$ cat src/lro_pkg.sv
// Shared constants and types for the linear RGB to Oklab converter.
package lro_pkg;

    // Fraction bits of the matrix coefficients.
    localparam int COEF_FRAC = 28;

    typedef logic signed [31:0] coef_mat_t [9];

    // Decimal coefficient scaled by 1e10, rounded to nearest at 28 fraction bits.
    function automatic logic signed [31:0] qc(input longint d);
        longint q;
        q = (d * 64'sd268435456 + 64'sd5000000000) / 64'sd10000000000;
        return q[31:0];
    endfunction

    // Linear RGB to LMS cone space, row major.
    localparam coef_mat_t TO_LMS = '{
        qc(64'sd4122214708), qc(64'sd5363325363), qc(64'sd514459929),
        qc(64'sd2119034982), qc(64'sd6806995451), qc(64'sd1073969566),
        qc(64'sd883024619),  qc(64'sd2817188376), qc(64'sd6299787005)
    };

    // Cube-rooted LMS to Oklab L, a, b, row major.
    localparam coef_mat_t TO_LAB = '{
        qc(64'sd2104542553),  qc(64'sd7936177850),   -qc(64'sd40720468),
        qc(64'sd19779984951), -qc(64'sd24285922050), qc(64'sd4505937099),
        qc(64'sd259040371),   qc(64'sd7827717662),   -qc(64'sd8086757660)
    };

endpackage

$ cat src/lro_mat3.sv
// Three-stage 3x3 constant matrix multiply with round half away from zero.
module lro_mat3 #(
    parameter int IW = 16,
    parameter lro_pkg::coef_mat_t COEF = lro_pkg::TO_LMS
) (
    input  logic                 clk,
    input  logic [2:0]           en,
    input  logic signed [IW-1:0] x [3],
    output logic [IW+5:0]        mag [3],
    output logic                 neg [3]
);

    localparam int PW = IW + 32;
    localparam int SW = IW + 34;
    localparam int CF = lro_pkg::COEF_FRAC;
    localparam logic [SW-1:0] RND  = SW'(1) << (CF - 1);
    localparam logic [SW-1:0] RND1 = RND + SW'(1);

    logic signed [PW-1:0] prod_reg [9];
    logic signed [SW-1:0] acc_reg [3];
    logic [SW-1:0]        rnd_next [3];

    always_ff @(posedge clk)
    begin
        for (int k = 0; k < 9; k++)
        begin
            if (en[0])
            begin
                prod_reg[k] <= PW'(x[k % 3]) * PW'(COEF[k]);
            end
        end
    end

    always_ff @(posedge clk)
    begin
        for (int i = 0; i < 3; i++)
        begin
            if (en[1])
            begin
                acc_reg[i] <= SW'(prod_reg[3 * i]) + SW'(prod_reg[3 * i + 1])
                              + SW'(prod_reg[3 * i + 2]);
            end
        end
    end

    // Magnitude plus half an output step; negative sums fold the negation into the add.
    always_comb
    begin
        for (int i = 0; i < 3; i++)
        begin
            if (acc_reg[i][SW-1])
            begin
                rnd_next[i] = ~acc_reg[i] + RND1;
            end
            else
            begin
                rnd_next[i] = acc_reg[i] + RND;
            end
        end
    end

    always_ff @(posedge clk)
    begin
        for (int i = 0; i < 3; i++)
        begin
            if (en[2])
            begin
                mag[i] <= rnd_next[i][SW-1:CF];
                neg[i] <= acc_reg[i][SW-1];
            end
        end
    end

endmodule

$ cat config.mk
export PLATFORM = sky130hd
export DESIGN_NAME = lro_mat3
export DESIGN_NICKNAME = d
export VERILOG_FILES = /design/src/lro_pkg.sv /design/src/lro_mat3.sv
export SDC_FILE = /design/constraint.sdc
export NUM_CORES = 2
export LEC_CHECK = 0
export BUFFER_PORTS_ARGS = -buffer_cell sky130_fd_sc_hd__buf_2
export CORE_MARGIN = 2
export CORE_UTILIZATION = 60
export DETAILED_ROUTE_END_ITERATION = 10
export GPL_TIMING_DRIVEN = 0
export PLACE_DENSITY = 0.79
export SYNTH_ARGS = -nofsm -noshare
export SYNTH_HDL_FRONTEND = slang
export SYNTH_SLANG_ARGS = --single-unit
$ cat constraint.sdc
create_clock -name clk -period 6 [get_ports clk]
set_input_delay 0.3 -clock clk [delete_from_list [all_inputs] [get_ports clk]]
set_output_delay 0.3 -clock clk [all_outputs]
set_load 0.02 [all_outputs]
==> run_results.csv <==
group,metric,value,unit
status,status,"finished with violations",
status,violations,"negative setup slack",
critical_path,path_class,"input pin to flop",
grt,grt_util_all_layers,0.387,
layout,finish.utilization,0.665,
min_path,min_delay_path_depth,1,
layout,drive_above_1_share,0.0805,
drt,wl,283,mm
critical_path,crit_top_cell,"fa_1",
drt,drc,0,
timing,skew,0.0399,ns
critical_path,crit_chain,"buf_16 -> clkinvlp_4 -> ha_4 -> clkinvlp_4 -> buf_4 -> ha_1 -> fa_1 -> inv_1 -> fa_1 -> fa_1 -> inv_1 -> fa_1 -> ha_1 -> a21oi_1 -> o21ai_0 -> a21oi_1 -> nor2_1 -> a211oi_2 -> o21a_1 -> o31ai_1 -> xnor2_1",
drt,drtPass1Iterations,7,
logic_synthesis,yosysUniqueCellTypes,90,
logic_synthesis,syn_nets,11100,
logic_synthesis,avgSynthCellArea,10.4,um^2
clock_tree,cts_tree,"done",
clock_tree,cts_max_level,3,
critical_path,critPathCaptureType,"flop",
timing,fin_crit_sh,1.00,
floorplanning,rows,140,
placed_design,hpwl,237,mm
drt,ant_nets,0,
floorplanning,die_y,386,um
layout,syn2layout_area_growth,10.4,%
critical_path,crit_fanout,14,
critical_path,r2r_start,"prod_reg[0][199]",
job,drv_cap,0,
drt,vias_per_cell,5.97,
timing,fin_ws,-0.0145,ns
timing,tns,-0.0281,ns
critical_path,worstPathArrival,6.27,ns
grt,grt_pass1_vias,65500,
placed_design,io_buffers,120,
drt,drt-wirelength-per-cell,26.6,um
critical_path,cp-start-kind,"input pin",
grt,grt_pass1_wl,417,mm
timing,hold_ws,0.0388,ns
clock_tree,insertion_delay,0.66,ns
timing,max_slew_margin,0.0803,
clock_tree,clock_path_buffers,3,
critical_path,rrSetupSlack,1.06,ns
timing,fmax,0.166,GHz
timing,drv_slew,0,
clock_tree,clock-sinks,584,
floorplanning,die_w,386,um
logic_synthesis,synth_edf_count,584,
timing,hold_violations,0,
timing,rsz0062_at_grt,"yes",
logic_synthesis,syn_inst,8379,
min_path,min_from,"x[1]",
timing,fin_crit,6.01,ns
grt,antenna_found_initial,26,
floorplanning,die_area,149000,um^2
floorplanning,initial_core_util,0.602,
placed_design,gp_congestion,1.09,
drt,vias,63600,
logic_synthesis,netlist_area,87500,um^2
logic_synthesis,ys_seq_area_frac,0.201,
drt,dr.first_iter.drc_count,5498,
clock_tree,clock-root-buffer,"clkbuf_16",
timing,worst_pin_slew,1.37,ns
layout,final_cell_mix,"inv_1, ha_1, fa_1",
clock_tree,clk_pin_slew_worst_paths,0.06,ns
floorplanning,ios,121,
critical_path,startpoint,"x[24]",
critical_path,critPathMaxStageDelay,1.05,ns
min_path,hold_path_class,"input pin to flop",
placed_design,pre_cts_slack,-2.56,ns
clock_tree,cts_buffers,66,
logic_synthesis,synth_seq_cells,584,
layout,final_nets,11400,
floorplanning,core-area,145000,um^2
logic_synthesis,ys.flop_type,"edfxtp_1",
layout,final_common_cell,"inv_1",
min_path,whs_endpoint,"prod_reg[0][97]",
grt,grt_max_degree,140,
logic_synthesis,async_reset_ff_frac,0,
grt,grt-ovfl-total,0,
critical_path,r2r-end,"acc_reg[0][95]",
critical_path,critical_path_required,6.26,ns
timing,setup_viol,2,
critical_path,r2r_cells,11,
layout,largest_reg_flops,366,
critical_path,worst_path_max_delay_cell,"xnor2_1",
logic_synthesis,yosys_warnings,0,
## logic make-up (layout without fill, tap and decap cells)
kind of cell    count (synthesis)  after routing  share of synthesized area
compound gates               1478           1478                      0.109
other cells                     0             16                          0
simple gates                 1164           1164                     0.0674
fa+ha+maj                    2683           2683                      0.489
flops                         584            584                      0.201
xor+xnor                      482            482                     0.0483
buf+inv                      1977           2330                     0.0849
mux                            11             11                    0.00126
## through the flow
stage	cells	cell area (um^2)
2_1_floorplan	8379	87500
3_3_place_gp	10400	90500
3_5_place_dp	10400	90700
4_1_cts	10600	95000
5_1_grt	10700	96500
6_report	10700	96500
## critical path: cells and delay by family
family | cells | cell delay [ns]
xor+xnor | 1 | 1.05
simple gates | 1 | 0.08
fa+ha+maj | 7 | 2.87
compound gates | 6 | 1.02
buf+inv | 6 | 0.90
## how the worst max path moves through the flow
stage,depth (start not counted),slack [ns],to
2_1_floorplan,21,0.01,prod_reg[0][185]
3_3_place_gp,23,-3.92,prod_reg[0][185]
3_5_place_dp,21,-2.56,prod_reg[0][287]
4_1_cts,22,0.001,prod_reg[0][373]
5_1_grt,22,-0.11,prod_reg[0][335]
6_report,21,-0.01,prod_reg[0][79]
## layer usage
| metal | vias to the layer above | wire (um) | track usage |
|---|---|---|---|
| li1 | 28600 | - | - |
| met1 | 31700 | 112000 | 0.502 |
| met2 | 2684 | 124000 | 0.591 |
| met3 | 678 | 26400 | 0.0989 |
| met4 | 14 | 20400 | 0.219 |
| met5 | - | 87 | 0 |
## final cells by class
type	count	area, um^2
inverter	1870	7110
fill	11400	48700
tap	1917	2400
clock inverter	41	563
timing repair buffer	248	2170
antenna	16	40.0
buffer	92	352
sequential	584	17500
multi-input combinational	5818	64700
clock buffer	79	1720
## synth_stat cells, drive strengths merged, types with 12 or more instances
| cell | count | share of area |
|---|---|---|
| o211ai | 25 | 0.0021 |
| o21bai | 93 | 0.0080 |
| o22ai | 15 | 0.0011 |
| a31o | 15 | 0.0015 |
| and3 | 68 | 0.0049 |
| edfxtp | 584 | 0.20 |
| a2111oi | 15 | 0.0017 |
| nand4 | 79 | 0.0057 |
| nor4 | 31 | 0.0024 |
| o31ai | 27 | 0.0023 |
| and4 | 16 | 0.0016 |
| nor3 | 73 | 0.0042 |
| a21o | 276 | 0.024 |
| or2 | 30 | 0.0021 |
| o21a | 49 | 0.0042 |
| xor2 | 158 | 0.016 |
| o21ai | 255 | 0.015 |
| and2 | 31 | 0.0022 |
| fa | 1223 | 0.28 |
| nor2 | 287 | 0.012 |
| or4 | 13 | 0.0011 |
| inv | 1870 | 0.080 |
| a21oi | 462 | 0.026 |
| ha | 1460 | 0.21 |
| a221oi | 17 | 0.0017 |
| a211o | 14 | 0.0014 |
| nand2b | 54 | 0.0039 |
| xnor2 | 324 | 0.032 |
| a21boi | 17 | 0.0015 |
| or3 | 39 | 0.0028 |
| nand2 | 235 | 0.010 |
| a31oi | 45 | 0.0032 |
| a211oi | 43 | 0.0037 |
| nor2b | 59 | 0.0042 |
| nand3 | 113 | 0.0065 |
| clkbuf | 103 | 0.0044 |
| nand3b | 12 | 0.0010 |
## what timing repair did
item / 4_1_cts / 5_1_grt
setup buffers: 62 / 59
pin swaps: 50 / 77
hold buffers: 1 / 0
gates resized for setup: 328 / 214
setup endpoints to repair: 161 / 111
endpoints found under the hold margin: 1 / 0
Power is left out: the tool's default activity adds up to more than one toggle a clock period on the data nets, which glitch-free logic cannot reach.
