--- config.mk ---
export PLATFORM = sky130hd
export DESIGN_NAME = lro_cbrt_cell
export DESIGN_NICKNAME = d
export VERILOG_FILES = /design/src/lro_cbrt_cell.sv
export SDC_FILE = /design/constraint.sdc
export NUM_CORES = 1
export LEC_CHECK = 0
export BUFFER_PORTS_ARGS = -buffer_cell sky130_fd_sc_hd__buf_2
export CAP_MARGIN = 40
export CORE_MARGIN = 4
export CORE_UTILIZATION = 56
export CTS_BUF_LIST = sky130_fd_sc_hd__clkbuf_4 sky130_fd_sc_hd__clkbuf_8
export CTS_CLUSTER_SIZE = 25
export DETAILED_ROUTE_END_ITERATION = 8
export PLACE_DENSITY = 0.84
export SLEW_MARGIN = 0
export SYNTH_ARGS = -nofsm -noshare
export SYNTH_HDL_FRONTEND = slang
export SYNTH_SLANG_ARGS = --single-unit
--- constraint.sdc ---
create_clock -name clk -period 9.5 [get_ports clk]
set_clock_uncertainty 0.15 [all_clocks]
set_input_delay 1.9 -clock clk [delete_from_list [all_inputs] [get_ports clk]]
set_output_delay 1.9 -clock clk [all_outputs]
set_load 0.005 [all_outputs]
--- src/lro_cbrt_cell.sv ---
// One digit cell of the pipelined cube root: resolves one root bit per cell.
module lro_cbrt_cell #(
    parameter int NR = 16
) (
    input  logic              clk,
    input  logic              en,
    input  logic              neg_in,
    input  logic [NR-1:0]     r_in,
    input  logic [2*NR-1:0]   s_in,
    input  logic [2*NR+5:0]   rem_in,
    input  logic [3*NR-1:0]   t_in,
    output logic              neg_out,
    output logic [NR-1:0]     r_out,
    output logic [2*NR-1:0]   s_out,
    output logic [2*NR+5:0]   rem_out,
    output logic [3*NR-1:0]   t_out
);

    localparam int RMW = 2 * NR + 6;
    localparam int SQW = 2 * NR;

    logic [RMW-1:0] rem_sh;
    logic [RMW-1:0] trial;
    logic           take;

    // The step from (2r)^3 to (2r+1)^3 is 12 r^2 + 6 r + 1; s holds r^2.
    always_comb
    begin
        rem_sh = {rem_in[RMW-4:0], t_in[3*NR-1 -: 3]};
        trial  = RMW'({s_in, 3'b000}) + RMW'({s_in, 2'b00})
                 + RMW'({r_in, 2'b00}) + RMW'({r_in, 1'b0}) + RMW'(1);
        take   = rem_sh >= trial;
    end

    always_ff @(posedge clk)
    begin
        if (en)
        begin
            neg_out <= neg_in;
            r_out   <= {r_in[NR-2:0], take};
            t_out   <= {t_in[3*NR-4:0], 3'b000};
            if (take)
            begin
                rem_out <= rem_sh - trial;
                s_out   <= SQW'({s_in, 2'b00}) + SQW'({r_in, 2'b00}) + SQW'(1);
            end
            else
            begin
                rem_out <= rem_sh;
                s_out   <= SQW'({s_in, 2'b00});
            end
        end
    end

endmodule

==> flow_metrics.env, run 1 <==
export IMPL_status="finished clean"
export IMPL_ys_ff_latch=131
export IMPL_yosysTopAreaCellShare_pct=37.7
export IMPL_io_pins=272
export IMPL_cts_sinks=131
export IMPL_hold_buffers=0
export IMPL_grt_overflow=0
export IMPL_grt_max_degree=75
export IMPL_place_gp_congestion=0.921
export IMPL_path_buf_inv=4
export IMPL_cp_required_ns=9.55
export IMPL_wire_per_inst_um=17.4
export IMPL_drive_above_1_share_pct=23.3
export IMPL_fp_coreArea_um2=18100
export IMPL_fp_dieH_um=144
export IMPL_vias_per_cell=5.77
export IMPL_rows=49
export IMPL_period_minus_slack_ns=8.33
export IMPL_cts_setup_buffers=0
export IMPL_slowest_stage="fa_1"
export IMPL_synth_area_top_cells="edfxtp_1, ha_1, fa_1"
export IMPL_vias=8964
export IMPL_clock_path_buffers=2
export IMPL_path_clk_slew_ns=0.09
export IMPL_nNetsFinal=1597
export IMPL_cp_common_cell="fa_1"
export IMPL_dieArea_um2=20900
export IMPL_path_max_fanout=74
export IMPL_drt_total_wl_mm=27.0
export IMPL_portBuffers=264
export IMPL_cpPeakStageDelay_ns=0.54
export IMPL_synthArstFlopShare_pct=0
export IMPL_finalMaxSlewViolations=0
export IMPL_drtPass1Iterations=5
export IMPL_grt_pass1_vias=8754
export IMPL_avgSynthCellArea_um2=9.93
export IMPL_startpoint_type="primary input"
export IMPL_yosysSeqAreaShare_pct=37.7
export IMPL_hold_slack_ns=1.46
export IMPL_htreeDepth=4
export IMPL_period_share_pct=87.7
export IMPL_final_common_cell="buf_2"
export IMPL_first_iter_violations=743
export IMPL_antenna_found_initial=2
export IMPL_drc=0
export IMPL_path_class="in -> reg"
export IMPL_slew_headroom_pct=43.3
export IMPL_rsz0062_at_grt="false"
export IMPL_postRouteAntennaNets=0
export IMPL_synth_ff_type="edfxtp_1"
export IMPL_start_util_pct=57.5
export IMPL_ir_drop_uv=123
export IMPL_cts_root_buf="clkbuf_8"
export IMPL_netlist_instances=1050
export IMPL_die_x_um=144
export IMPL_cts_buffers=17
export IMPL_power_density_nw_per_um2=237
export IMPL_cts_tree="built"
export IMPL_drv_cap=0
export IMPL_yosysUniqueCellTypes=62
export IMPL_end_kind="register"
export IMPL_finalSetupViolCount=0
export IMPL_final_cell_mix="buf_2, edfxtp_1, ha_1, a21oi_1, nand2_1"
export IMPL_power_leakage_nw=5.66
export IMPL_cts_repair_resized=0
export IMPL_finalSetupTns_ns=0
export IMPL_area_growth_pct=18.1
export IMPL_yosys_area_top_type="edfxtp_1"
export IMPL_synth_warnings=0
export IMPL_grtUsageTotal_pct=25.6
export IMPL_syn_cell_area_um2=10400
export IMPL_grt_pass1_wl_mm=42.5
export IMPL_cp_arrival_ns=8.37
export IMPL_hold_path_class="in -> reg"
export IMPL_synth_edf_count=131
export IMPL_tightest_slew_ns=0.846
export IMPL_place_hpwl_mm=21.1
export IMPL_max_freq_mhz=120
export IMPL_cp_top_family="compound AO/OA/AOI/OAI gates"
export IMPL_final_hold_violation_count=0
-- final cells by class --
cell class              instances  area, um^2
repair buffers                267        1370
diodes                          3        7.51
well taps                     229         287
multi-input cells             813        6020
inverters                      79         302
flip-flops and latches        131        3930
clock inverters                15         169
fillers                      1428        5830
clock buffers                  17         234
-- cells in the mapped netlist (11+ instances only) --
cell type	instances
a21o_1	33
a21oi_1	105
and3_1	13
buf_2	14
edfxtp_1	131
fa_1	33
ha_1	118
inv_1	78
nand2_1	89
nand2b_1	14
nand3_1	17
nand4_1	15
nor2_1	75
nor3_1	26
o211ai_1	13
o21ai_0	65
o21bai_1	11
xnor2_1	51
xor2_1	33
-- routing by layer --
| layer | GRT usage (%) | wire (um) | share of wire [%] | vias to the layer above |
|---|---|---|---|---|
| li1 | - | - | - | 4352 |
| met1 | 34.4 | 11800 | 44 | 4177 |
| met2 | 42.1 | 12600 | 47 | 383 |
| met3 | 4.79 | 1990 | 7.4 | 52 |
| met4 | 8.59 | 588 | 2.2 | 0 |
| met5 | 0 | 0 | 0 | - |
-- kinds of logic (layout without fill, tap and decap cells) --
kind of cell             after synthesis  count (layout)  share of synthesized area, %
flip-flops                           131             131                          37.7
XOR/XNOR                              84              84                          7.05
buffers and inverters                109             378                          4.67
multiplexers                           3               3                         0.312
adder cells (fa/ha/maj)              151             151                          20.5
AND/OR/NAND/NOR                      277             277                          12.3
AO/OA/AOI/OAI                        294             294                          17.4
other                                  1               7                        0.0360
-- power breakdown --
group	internal, mW	switching, mW
clock	0.241	0.268
combinational	0.657	0.923
sequential	0.801	0.0272
total	1.70	1.22
-- state kept, by name (all words and copies together) (netlist names) --
name and count:
rem_out 38, r_out 16, neg_out 1, s_out 31, t_out 45
-- per-stage QoR --
stage          cells  power, mW  setup slack, ns  cell area (um^2)  utilization (%)
2_1_floorplan   1053       1.96             2.07             10400                -
3_3_place_gp    1518       2.37            0.856             11900             65.5
3_5_place_dp    1519       2.40            0.710             11900             65.6
4_1_cts         1551       2.92             1.19             12300             67.8
5_1_grt         1553       3.15            0.776             12300             67.9
6_report        1554       2.92             1.17             12300             67.9
-- worst paths after layout --
path                 start               endpoint  cells after the start
setup / recovery   r_in[2]  rem_out[37]$_DFFE_PP_                     25
hold / removal    t_in[31]    t_out[34]$_DFFE_PP_                      1
Power figures use the tool's default switching activity.
==> run 2, diff against run 1 <==
--- a/config.mk
+++ b/config.mk
@@ -8,11 +8,10 @@
 export BUFFER_PORTS_ARGS = -buffer_cell sky130_fd_sc_hd__buf_2
 export CAP_MARGIN = 40
 export CORE_MARGIN = 4
-export CORE_UTILIZATION = 56
+export CORE_UTILIZATION = 27
 export CTS_BUF_LIST = sky130_fd_sc_hd__clkbuf_4 sky130_fd_sc_hd__clkbuf_8
 export CTS_CLUSTER_SIZE = 25
 export DETAILED_ROUTE_END_ITERATION = 8
-export PLACE_DENSITY = 0.84
 export SLEW_MARGIN = 0
 export SYNTH_ARGS = -nofsm -noshare
 export SYNTH_HDL_FRONTEND = slang
==> run 2 against run 1 <==
Total power up 1.1%; non-clock buffer count is 4 higher; core utilization down 34 points.
==> flow_metrics.env, run 2 (synthesis results as in run 1) <==
export IMPL_finalSetupTns_ns=0
export IMPL_finalSetupViolCount=0
export IMPL_final_cell_mix="buf_2, edfxtp_1, ha_1, a21oi_1, nand2_1"
export IMPL_power_density_nw_per_um2=232
export IMPL_cp_arrival_ns=8.14
export IMPL_power_leakage_nw=5.67
export IMPL_antenna_found_initial=6
export IMPL_cts_buffers=17
export IMPL_area_growth_pct=22.0
export IMPL_place_gp_congestion=0.880
export IMPL_p_total_mw=2.95
export IMPL_drc=0
export IMPL_postRouteAntennaNets=0
export IMPL_clock_path_buffers=2
export IMPL_grtUsageTotal_pct=14.0
export IMPL_hold_path_class="in -> reg"
export IMPL_grt_overflow=0
export IMPL_hold_buffers=0
export IMPL_path_class="in -> reg"
export IMPL_grt_pass1_wl_mm=45.7
export IMPL_status="finished clean"
export IMPL_vias=8674
export IMPL_portBuffers=264
export IMPL_max_freq_mhz=124
export IMPL_htreeDepth=4
export IMPL_place_hpwl_mm=24.2
export IMPL_finalMaxSlewViolations=0
export IMPL_vias_per_cell=4.71
export IMPL_io_pins=272
export IMPL_rows=71
export IMPL_cts_tree="built"
export IMPL_drtPass1Iterations=5
export IMPL_period_minus_slack_ns=8.07
export IMPL_first_iter_violations=353
export IMPL_largest_reg_flops=45
export IMPL_start_util_pct=27.6
export IMPL_fin_area_um2=12700
export IMPL_largest_register="t_out"
export IMPL_fin_util_pct=33.6
export IMPL_path_clk_slew_ns=0.08
export IMPL_wire_per_inst_um=16.2
export IMPL_largest_registers="t_out (45), rem_out (38), s_out (31)"
export IMPL_cts_setup_buffers=0
export IMPL_fp_coreArea_um2=37800
export IMPL_dpl_instance_area_um2=12300
export IMPL_final_hold_violation_count=0
export IMPL_path_max_fanout=44
export IMPL_die_x_um=205
export IMPL_cts_repair_resized=0
export IMPL_grt_max_degree=52
export IMPL_drv_cap=0
export IMPL_cts_sinks=131
export IMPL_period_share_pct=85.0
export IMPL_ir_drop_uv=117
export IMPL_nNetsFinal=1601
export IMPL_grt_pass1_vias=8541
export IMPL_final_common_cell="buf_2"
export IMPL_rsz0062_at_grt="false"
export IMPL_cts_root_buf="clkbuf_8"
export IMPL_fp_dieH_um=205
export IMPL_drive_above_1_share_pct=23.7
export IMPL_dieArea_um2=41800
export IMPL_startpoint_type="primary input"
export IMPL_drt_total_wl_mm=29.9
export IMPL_slew_headroom_pct=53.3
export IMPL_end_kind="register"
export IMPL_tightest_slew_ns=0.694
export IMPL_cp_required_ns=9.56
==> run 2: cell types whose count changed in the layout (fill, tap and decap cells not counted), sizes merged <==
cell      previous run  this run
buf                267       271
clkinvlp             0         3
inv                 86        83
clkinv               6         4
diode                3         5
bufinv               2         3
clkbuf              17        18
==> run 2: report_power, final <==
group | internal, mW | leakage (nW) | switching [mW]
registers | 0.801 | 1.28 | 0.0232
clock network | 0.266 | 0.205 | 0.267
logic | 0.663 | 4.19 | 0.931
==> run 2: final timing paths <==
check | to | depth (start not counted) | from
worst min-delay path | t_out[40]$_DFFE_PP_ | 1 | t_in[37]
worst max-delay path | rem_out[10]$_DFFE_PP_ | 26 | r_in[2]
==> run 2: per-stage QoR <==
stage / hold slack (ns) / std cells / setup WS (ns)
after floorplan: 1.85 / 1053 / 2.07
after global placement: 1.93 / 1804 / 0.950
after detailed placement: 1.93 / 1805 / 0.874
after CTS: 1.38 / 1837 / 1.43
after global routing: 1.39 / 1841 / 0.969
final: 1.44 / 1842 / 1.43
==> run 2: worst max-delay path: stages <==
cell and delay (ns):
buf_2 0.13, inv_1 0.07, fa_1 0.52, inv_1 0.05, fa_1 0.45, ha_1 0.25
fa_1 0.41, a21oi_1 0.18, o21ai_0 0.18, o22a_1 0.27, a22oi_1 0.29, o21ai_1 0.22
a211oi_1 0.26, buf_4 0.17, o21ai_1 0.08, xnor2_1 0.15, ha_1 0.43, nand4_1 0.25
nor4_1 0.29, nand4_1 0.15, a21oi_1 0.27, a2111oi_4 0.10, and3_1 0.22, inv_6 0.29
buf_4 0.39, a21oi_1 0.13
==> run 2: routing by layer <==
metal | GRT usage, % | part of all wire, %
met1 | 18.2 | 46
met2 | 23.0 | 47
met3 | 2.72 | 4.5
met4 | 5.65 | 2.6
met5 | 0 | 0.040
==> run 2: area by class of cell <==
class / count / area [um^2]
Tap cell: 511 / 639
Fill cell: 3960 / 25100
Clock buffer: 18 / 241
Clock inverter: 14 / 178
Inverter: 79 / 302
Timing Repair Buffer: 271 / 1390
Antenna cell: 5 / 12.5
Multi-Input combinational cell: 813 / 6020
Sequential cell: 131 / 3930
